**src/rtl/mrf_pkg.sv**
```systemverilog
// ----------------------------------------------------------------------------
// mrf_pkg
// Shared types, constants and the CRC-16/Modbus byte update for the framer.
// ----------------------------------------------------------------------------
package mrf_pkg;

  localparam int unsigned FRAME_LEN = 8;
  localparam int unsigned CRC_LEN   = 6;
  localparam int unsigned CNT_W     = $clog2(FRAME_LEN);

  localparam logic        REQ_READ   = 1'b0;
  localparam logic        REQ_WRITE  = 1'b1;
  localparam logic [7:0]  FUNC_READ  = 8'h03;
  localparam logic [7:0]  FUNC_WRITE = 8'h06;
  localparam logic [15:0] READ_QTY   = 16'h0001;
  localparam logic [15:0] CRC_INIT   = 16'hFFFF;
  localparam logic [15:0] CRC_POLY   = 16'hA001;

  localparam logic [CNT_W-1:0] CNT_CRC_LO = CNT_W'(CRC_LEN);
  localparam logic [CNT_W-1:0] CNT_CRC_HI = CNT_W'(CRC_LEN + 1);
  localparam logic [CNT_W-1:0] CNT_LAST   = CNT_W'(FRAME_LEN - 1);

  typedef struct packed {
    logic [CRC_LEN-1:0][7:0] bytes;
    logic [CRC_LEN-1:0][7:0] pend;
    logic [15:0]             crc;
  } frame_t;

  function automatic logic [15:0] crc_byte(input logic [15:0] crc_in, input logic [7:0] data);
    logic [15:0] c;
    c = crc_in ^ {8'h00, data};
    for (int b = 0; b < 8; b++) begin
      if (c[0]) begin
        c = (c >> 1) ^ CRC_POLY;
      end else begin
        c = c >> 1;
      end
    end
    return c;
  endfunction

endpackage

```
**src/rtl/mrf_req_if.sv**
```systemverilog
// ----------------------------------------------------------------------------
// mrf_req_if
// Request channel: one word is one framing request.
// ----------------------------------------------------------------------------
interface mrf_req_if;
  logic        valid;
  logic        ready;
  logic        req_type;
  logic [7:0]  slave_addr;
  logic [15:0] reg_addr;
  logic [15:0] reg_value;

  modport source (output valid, req_type, slave_addr, reg_addr, reg_value, input ready);
  modport sink   (input valid, req_type, slave_addr, reg_addr, reg_value, output ready);
endinterface

```
**src/rtl/mrf_byte_if.sv**
```systemverilog
// ----------------------------------------------------------------------------
// mrf_byte_if
// Byte channel: one word is one frame byte with its last flag.
// ----------------------------------------------------------------------------
interface mrf_byte_if;
  logic       valid;
  logic       ready;
  logic [7:0] frame_byte;
  logic       last_byte;

  modport source (output valid, frame_byte, last_byte, input ready);
  modport sink   (input valid, frame_byte, last_byte, output ready);
endinterface

```
**src/rtl/mrf_build.sv**
```systemverilog
// ----------------------------------------------------------------------------
// mrf_build
// Entry stage: lays out the six frame bytes and seeds the CRC.
// ----------------------------------------------------------------------------
module mrf_build (
  input  logic             clk_i,
  input  logic             rst_ni,
  mrf_req_if.sink          req_i,
  output logic             valid_o,
  input  logic             ready_i,
  output mrf_pkg::frame_t  data_o
);

  logic            valid_q;
  mrf_pkg::frame_t data_q, data_d;
  logic [15:0]     payload;

  assign req_i.ready = !valid_q || ready_i;

  always_comb begin
    payload = (req_i.req_type == mrf_pkg::REQ_WRITE) ? req_i.reg_value : mrf_pkg::READ_QTY;
    data_d.bytes[0] = req_i.slave_addr;
    data_d.bytes[1] = (req_i.req_type == mrf_pkg::REQ_WRITE) ? mrf_pkg::FUNC_WRITE
                                                             : mrf_pkg::FUNC_READ;
    data_d.bytes[2] = req_i.reg_addr[15:8];
    data_d.bytes[3] = req_i.reg_addr[7:0];
    data_d.bytes[4] = payload[15:8];
    data_d.bytes[5] = payload[7:0];
    data_d.pend     = data_d.bytes;
    data_d.crc      = mrf_pkg::CRC_INIT;
  end

  always_ff @(posedge clk_i or negedge rst_ni) begin
    if (!rst_ni) begin
      valid_q <= 1'b0;
    end else if (req_i.ready) begin
      valid_q <= req_i.valid;
    end
  end

  always_ff @(posedge clk_i) begin
    if (req_i.valid && req_i.ready) begin
      data_q <= data_d;
    end
  end

  assign valid_o = valid_q;
  assign data_o  = data_q;

endmodule

```
**src/rtl/mrf_crc_stage.sv**
```systemverilog
// ----------------------------------------------------------------------------
// mrf_crc_stage
// One CRC pipeline stage: folds the next pending byte into the CRC.
// ----------------------------------------------------------------------------
module mrf_crc_stage (
  input  logic             clk_i,
  input  logic             rst_ni,
  input  logic             valid_i,
  output logic             ready_o,
  input  mrf_pkg::frame_t  data_i,
  output logic             valid_o,
  input  logic             ready_i,
  output mrf_pkg::frame_t  data_o
);

  logic            valid_q;
  mrf_pkg::frame_t data_q, data_d;

  assign ready_o = !valid_q || ready_i;

  always_comb begin
    data_d       = data_i;
    data_d.crc   = mrf_pkg::crc_byte(data_i.crc, data_i.pend[0]);
    data_d.pend  = {8'h00, data_i.pend[mrf_pkg::CRC_LEN-1:1]};
  end

  always_ff @(posedge clk_i or negedge rst_ni) begin
    if (!rst_ni) begin
      valid_q <= 1'b0;
    end else if (ready_o) begin
      valid_q <= valid_i;
    end
  end

  always_ff @(posedge clk_i) begin
    if (valid_i && ready_o) begin
      data_q <= data_d;
    end
  end

  assign valid_o = valid_q;
  assign data_o  = data_q;

endmodule

```
**src/rtl/mrf_serializer.sv**
```systemverilog
// ----------------------------------------------------------------------------
// mrf_serializer
// Holds one finished frame and sends it out one byte per word.
// ----------------------------------------------------------------------------
module mrf_serializer (
  input  logic             clk_i,
  input  logic             rst_ni,
  input  logic             valid_i,
  output logic             ready_o,
  input  mrf_pkg::frame_t  data_i,
  mrf_byte_if.source       byte_o
);

  logic                      valid_q;
  logic [mrf_pkg::CNT_W-1:0] cnt_q, cnt_d;
  mrf_pkg::frame_t           data_q;
  logic                      out_fire;
  logic                      at_last;

  assign at_last  = (cnt_q == mrf_pkg::CNT_LAST);
  assign out_fire = valid_q && byte_o.ready;
  assign ready_o  = !valid_q || (out_fire && at_last);

  always_comb begin
    cnt_d = cnt_q;
    if (valid_i && ready_o) begin
      cnt_d = '0;
    end else if (out_fire) begin
      cnt_d = cnt_q + 1'b1;
    end
  end

  always_ff @(posedge clk_i or negedge rst_ni) begin
    if (!rst_ni) begin
      valid_q <= 1'b0;
      cnt_q   <= '0;
    end else begin
      cnt_q <= cnt_d;
      if (ready_o) begin
        valid_q <= valid_i;
      end
    end
  end

  always_ff @(posedge clk_i) begin
    if (valid_i && ready_o) begin
      data_q <= data_i;
    end
  end

  always_comb begin
    case (cnt_q)
      mrf_pkg::CNT_CRC_LO: byte_o.frame_byte = data_q.crc[7:0];
      mrf_pkg::CNT_CRC_HI: byte_o.frame_byte = data_q.crc[15:8];
      default:             byte_o.frame_byte = data_q.bytes[cnt_q[$clog2(mrf_pkg::CRC_LEN)-1:0]];
    endcase
  end

  assign byte_o.valid     = valid_q;
  assign byte_o.last_byte = at_last;

  a_load_starts_frame: assert property (@(posedge clk_i) disable iff (!rst_ni)
    valid_i && ready_o |=> valid_q && cnt_q == '0)
    else $error("new frame did not start at byte zero");

  a_stall_holds_cnt: assert property (@(posedge clk_i) disable iff (!rst_ni)
    valid_q && !byte_o.ready |=> valid_q && $stable(cnt_q))
    else $error("byte index moved while stalled");

  a_no_early_load: assert property (@(posedge clk_i) disable iff (!rst_ni)
    valid_q && ready_o |-> at_last && byte_o.ready)
    else $error("frame buffer released before last byte");

  a_last_wraps: assert property (@(posedge clk_i) disable iff (!rst_ni)
    out_fire && at_last && !valid_i |=> !valid_q)
    else $error("serializer stayed busy after last byte");

endmodule

```
**src/rtl/modbus_rtu_request_framer.sv**
```systemverilog
// ----------------------------------------------------------------------------
// modbus_rtu_request_framer
// Path: build stage, six CRC stages (one byte each), serializer register.
// Build and CRC stages take a request every cycle unless the stage ahead
// stalls; the serializer takes a frame when empty or as its last byte leaves.
// Reset: asynchronous active low, empties all stages; no clearing pass.
// ----------------------------------------------------------------------------
module modbus_rtu_request_framer (
  input  logic       clk_i,
  input  logic       rst_ni,
  mrf_req_if.sink    req_i,
  mrf_byte_if.source byte_o
);

  localparam int unsigned N = mrf_pkg::CRC_LEN;

  logic            valid_s [N+1];
  logic            ready_s [N+1];
  mrf_pkg::frame_t data_s  [N+1];

  mrf_build u_build (
    .clk_i   (clk_i),
    .rst_ni  (rst_ni),
    .req_i   (req_i),
    .valid_o (valid_s[0]),
    .ready_i (ready_s[0]),
    .data_o  (data_s[0])
  );

  for (genvar k = 0; k < N; k++) begin : g_crc
    mrf_crc_stage u_crc (
      .clk_i   (clk_i),
      .rst_ni  (rst_ni),
      .valid_i (valid_s[k]),
      .ready_o (ready_s[k]),
      .data_i  (data_s[k]),
      .valid_o (valid_s[k+1]),
      .ready_i (ready_s[k+1]),
      .data_o  (data_s[k+1])
    );
  end

  mrf_serializer u_ser (
    .clk_i   (clk_i),
    .rst_ni  (rst_ni),
    .valid_i (valid_s[N]),
    .ready_o (ready_s[N]),
    .data_i  (data_s[N]),
    .byte_o  (byte_o)
  );

endmodule

```
**src/flat_wrapper.sv**
```systemverilog
// flat-port wrapper written by rule: the top's interface ports become plain ports
module modbus_rtu_request_framer_flat 
  (clk_i, rst_ni, req_i_valid, req_i_req_type, req_i_slave_addr, req_i_reg_addr, req_i_reg_value, req_i_ready, byte_o_valid, byte_o_frame_byte, byte_o_last_byte, byte_o_ready);
  mrf_req_if req_i_i ();
  mrf_byte_if byte_o_i ();
  input  logic clk_i;
  input  logic rst_ni;
  input wire logic [$bits(req_i_i.valid)-1:0] req_i_valid;
  input wire logic [$bits(req_i_i.req_type)-1:0] req_i_req_type;
  input wire logic [$bits(req_i_i.slave_addr)-1:0] req_i_slave_addr;
  input wire logic [$bits(req_i_i.reg_addr)-1:0] req_i_reg_addr;
  input wire logic [$bits(req_i_i.reg_value)-1:0] req_i_reg_value;
  output wire logic [$bits(req_i_i.ready)-1:0] req_i_ready;
  output wire logic [$bits(byte_o_i.valid)-1:0] byte_o_valid;
  output wire logic [$bits(byte_o_i.frame_byte)-1:0] byte_o_frame_byte;
  output wire logic [$bits(byte_o_i.last_byte)-1:0] byte_o_last_byte;
  input wire logic [$bits(byte_o_i.ready)-1:0] byte_o_ready;
  assign req_i_i.valid = req_i_valid;
  assign req_i_i.req_type = req_i_req_type;
  assign req_i_i.slave_addr = req_i_slave_addr;
  assign req_i_i.reg_addr = req_i_reg_addr;
  assign req_i_i.reg_value = req_i_reg_value;
  assign req_i_ready = req_i_i.ready;
  assign byte_o_valid = byte_o_i.valid;
  assign byte_o_frame_byte = byte_o_i.frame_byte;
  assign byte_o_last_byte = byte_o_i.last_byte;
  assign byte_o_i.ready = byte_o_ready;
  modbus_rtu_request_framer u_core (.clk_i(clk_i), .rst_ni(rst_ni), .req_i(req_i_i), .byte_o(byte_o_i));
endmodule
```
**config.mk**
```make
export PLATFORM = sky130hd
export DESIGN_NAME = modbus_rtu_request_framer_flat
export DESIGN_NICKNAME = d
export VERILOG_FILES = /design/src/rtl/mrf_pkg.sv /design/src/rtl/mrf_req_if.sv /design/src/rtl/mrf_byte_if.sv /design/src/rtl/mrf_build.sv /design/src/rtl/mrf_crc_stage.sv /design/src/rtl/mrf_serializer.sv /design/src/rtl/modbus_rtu_request_framer.sv /design/src/flat_wrapper.sv
export SDC_FILE = /design/constraint.sdc
export NUM_CORES = 1
export LEC_CHECK = 0
export ABC_AREA = 1
export CAP_MARGIN = 40
export CORE_ASPECT_RATIO = 0.75
export CORE_UTILIZATION = 40
export CTS_CLUSTER_DIAMETER = 100
export CTS_CLUSTER_SIZE = 20
export DETAILED_ROUTE_END_ITERATION = 6
export DONT_BUFFER_PORTS = 1
export PLACE_DENSITY = 0.6
export RECOVER_POWER = 50
export REMOVE_ABC_BUFFERS = 1
export SLEW_MARGIN = 10
export SYNTH_ARGS = -nofsm -noshare
export SYNTH_HDL_FRONTEND = slang
export SYNTH_SLANG_ARGS = --single-unit
```
**constraint.sdc**
```tcl
create_clock -name clk_i -period 9.4 [get_ports clk_i]
set_input_delay 1.41 -clock clk_i [delete_from_list [all_inputs] [get_ports clk_i]]
set_output_delay 1.41 -clock clk_i [all_outputs]
set_load 0.005 [all_outputs]
```
==> results by group <==
Final layout
  • Final nets: 919
  • Final cell count without fillers: 1394
  • Final Util: 44.2%
  • ANT cells: 0
  • Post-route cell area: 17000 um^2
  • Share of cells above drive strength 1: approximately 7.4%
  • Layout area overhead: 8.26%

CTS
  • CTS Hold Buffers Added: 0
  • Worst-case clock buffer depth: 3
  • H-tree lvl count: 1
  • CTS tree: done
  • Clk slew on worst S/H paths: 90 ps
  • CTS Buf Count: 26
  • Clock Latency Late Sink: 560 ps
  • Post-CTS setup buffers: 0
  • CTS Root Cell: clkbuf_16
  • PostCTS Resize Cnt: 0
  • Clock Sinks: between 400 and 500

Place
  • Routability cong.: between 0.8 and 0.9
  • Area after DPL: around 16000 um^2
  • Detail Placement HPWL: 14700 um
  • Cell Count Post-Placement: 1355
  • Buffers on Ports: 0

Worst hold path
  • Worst Hold Class: flop to flop

Critical path
  • Number of cells on the critical path: 16
  • Critical-path top delay cell: dfrtp_1
  • Critical path arrival: 3460 ps
  • Crit-path leading delay family: simple AND/OR/NAND/NOR gates
  • WP data required: ~8000 ps
  • Crit path from: u_core.u_ser.cnt_q[0]$_DFFE_PN0P_
  • Worst setup path end: req_i_ready
  • R2R setup slack: 5760 ps
  • CP Cell Sequence: ha_1, ha_1, clkinv_1, o21ai_0, nor2_1, inv_1, nor2_1, inv_1, nor2_1, inv_1, nor2_2, inv_1, nor2_2, nand2_1, nor2_1, inv_1
  • Worst setup SP type: flop
  • Critical Path Max Stage Delay: 580 ps
  • Crit path kind: flop to primary output
  • Critical Path Fanout Max: 20
  • Critical path's most frequent cell: inv_1
  • Reg2Reg Depth: 17
  • Reg-to-reg critical path startpoint: u_core.u_ser.cnt_q[0]$_DFFE_PN0P_
  • CP Capture Type: primary output
  • WP buf/inv: 6
  • Reg-to-reg endpoint: u_core.g_crc[1].u_crc.data_o[110]$_DFFE_PP_

Synth
  • Synth Area per Inst: 18.6 um^2
  • Ranking of synthesized cells by area: edfxtp_1, xnor2_1, nand2_1, xor2_1, dfrtp_1
  • Synth area leader: edfxtp_1
  • Top-area cell type share of the netlist area: a little over four fifths
  • Warnings, synthesis: 0
  • Yosys reg bits: 449
  • Post-synthesis cell count: 846
  • Register area share after synthesis: between 80% and 90%
  • Distinct cells, synth: 31
  • Mapped Area: 15700 um^2

Pwr
  • Sw Pwr: 1.28 mW
  • Switching part of the total power: a little over a quarter
  • P_leak: 5.72 nW
  • Combinational Power Share: 17.0%
  • Internal Pwr Total: ~3.5 mW
  • Clock power share: 23.4%
  • PD cells: approximately 280 nW/um^2
  • Sequential Power Share: 59.6%
  • Worst IR Drop VDD: 156 uV

Status
  • Status: finished, final reports clean

GRT
  • Gr usage total: 11.5%
  • Grt total ovfl: 0
  • Initial antenna violation count: 0
  • Global-route wire length before repair: 35000 um
  • Vias in the first global route: 6237
  • Pin count of the biggest net entering global routing: 60

Drt
  • Met2 Wirelength: roughly 9500 um
  • Top sig layer: met4
  • Met3 WL: 876 um
  • Final wirelength: 22700 um
  • DRC Markers: 0
  • Final ANT Viol Nets: 0
  • Via Count: ~6.3k
  • Initial DRC Count: between 500 and 600
  • WL per Instance: 16.3 um
  • Via density: around 4.5
  • M1 WL: between 10000 and 15000 um
  • DRT Pass-1 Iters: 5

Timing
  • FMAX: ~0.21 GHz
  • Min cycle time layout: about 5000 ps
  • Worst Tran Pin Value: slightly below 800 ps
  • Final setup fails: 0
  • Final Hold Vio Count: 0
  • Slew headroom: 48.2%
  • TNS Setup: 0 ps
  • Clock Skew: 11.8 ps
  • Final Cycle Share: 51.8%
  • Fin. max-slew vios: 0
  • RSZ-0062 raised after global routing: false

Floorplan
  • IO Count: 56
  • Core Area: 38600 um^2
  • Initial Utilization: between 40% and 50%
  • Die area: between 40000 and 50000 um^2
  • Die Wd: 231 um
  • FP Rows: 62
  • Die span in y: ~170 um

Run
  • Max-capacitance violation count: 0
cell usage in the layout, fill, tap and decap left out, types with 3 or more instances in the layout:
cell type / n
edfxtp_1: 438
nand2_1: 100
inv_1: 54
xnor2_1: 53
nand3_1: 45
o21ai_0: 34
xor2_1: 33
clkbuf_16: 27
nor2_1: 23
clkbuf_1: 11
dfrtp_1: 11
buf_4: 8
nand2_2: 5
inv_2: 5
nand3_2: 5
clkinv_1: 4
nor2_4: 4
o22ai_1: 3
ha_1: 3
cells in the mapped netlist, drive strengths merged:
cell type    n
nand2b       1
dfrtp       11
nand2      106
xor2        34
inv         60
nand3       50
edfxtp     438
o22ai        3
clkbuf       9
a31oi        1
clkinv       3
xnor2       55
nor4         1
ha           3
a21oi        1
nor2        29
o21ai       34
or2          1
buf          2
nand3b       4
cell families after synthesis:
kind of cell	after synthesis	synth area share, %
AO/OA/AOI/OAI	39	1.27
XOR/XNOR	89	5.28
adder cells (fa/ha/maj)	3	0.238
buffers and inverters	74	1.81
flip-flops	449	85.3
AND/OR/NAND/NOR	192	6.10
metrics by stage:
step | worst slack, ps | hold slack, ps | power (mW)
after floorplan | 4540 | 400 | 3.51
after global routing | 4210 | 421 | 5.02
after CTS | 4490 | 416 | 4.87
after detailed placement | 5030 | 405 | 3.76
final | 4530 | 413 | 4.77
after global placement | 5010 | 402 | 3.72
worst min path at each step:
stage / from / endpoint / slack, ps / cells past startpoint
2_1_floorplan: u_core.u_build.data_o[52]$_SDFFCE_PN0P_ / u_core.g_crc[0].u_crc.data_o[100]$_DFFE_PP_ / 400 / 0
3_3_place_gp: u_core.g_crc[5].u_crc.data_o[1]$_DFFE_PP_ / u_core.u_ser.data_q[1]$_DFFE_PP_ / 400 / 0
3_5_place_dp: u_core.u_build.data_o[107]$_SDFFCE_PN0P_ / u_core.g_crc[0].u_crc.data_o[107]$_DFFE_PP_ / 400 / 0
4_1_cts: u_core.g_crc[1].u_crc.data_o[110]$_DFFE_PP_ / u_core.g_crc[2].u_crc.data_o[110]$_DFFE_PP_ / 420 / 0
5_1_grt: u_core.g_crc[2].u_crc.data_o[12]$_DFFE_PP_ / u_core.g_crc[3].u_crc.data_o[4]$_DFFE_PP_ / 420 / 0
6_report: u_core.g_crc[4].u_crc.data_o[71]$_DFFE_PP_ / u_core.g_crc[5].u_crc.data_o[71]$_DFFE_PP_ / 410 / 0
routing by layer:
metal / track usage [%] / vias up
li1: - / 3085
met1: 17.5 / 3042
met2: 16.6 / 110
met3: 2.40 / 45
met4: 3.15 / 0
met5: 0 / -
final cells by class:
class / count / area (um^2)
clock inverters: 1 / 16.3
fillers: 3287 / 21500
inverters: 63 / 236
clock buffers: 38 / 717
repair buffers: 8 / 60.1
well taps: 512 / 641
flip-flops and latches: 449 / 13400
multi-input cells: 323 / 1950
sequential cells by signal, summed over array words and instances, names as in the netlist:
| register | flops |
|---|---|
| u_core.u_build.data_o | 42 |
| u_core.u_ser.data_q | 58 |
| u_core.u_ser.byte_o.valid | 1 |
| u_core.u_ser.cnt_q | 3 |
| u_core.g_crc.u_crc.data_o | 338 |
| u_core.u_build.valid_o | 1 |
| u_core.g_crc.u_crc.valid_o | 6 |
power groups by stage:
stage                     sequential, mW  clock (mW)  combinational, mW
final                               2.84        1.11              0.812
after global routing                2.88        1.22              0.926
after CTS                           2.85        1.15              0.870
after detailed placement            2.89           0              0.865
after global placement              2.88           0              0.837
after floorplan                     2.85           0              0.655
No activity file was read; power rests on OpenSTA's default activity.
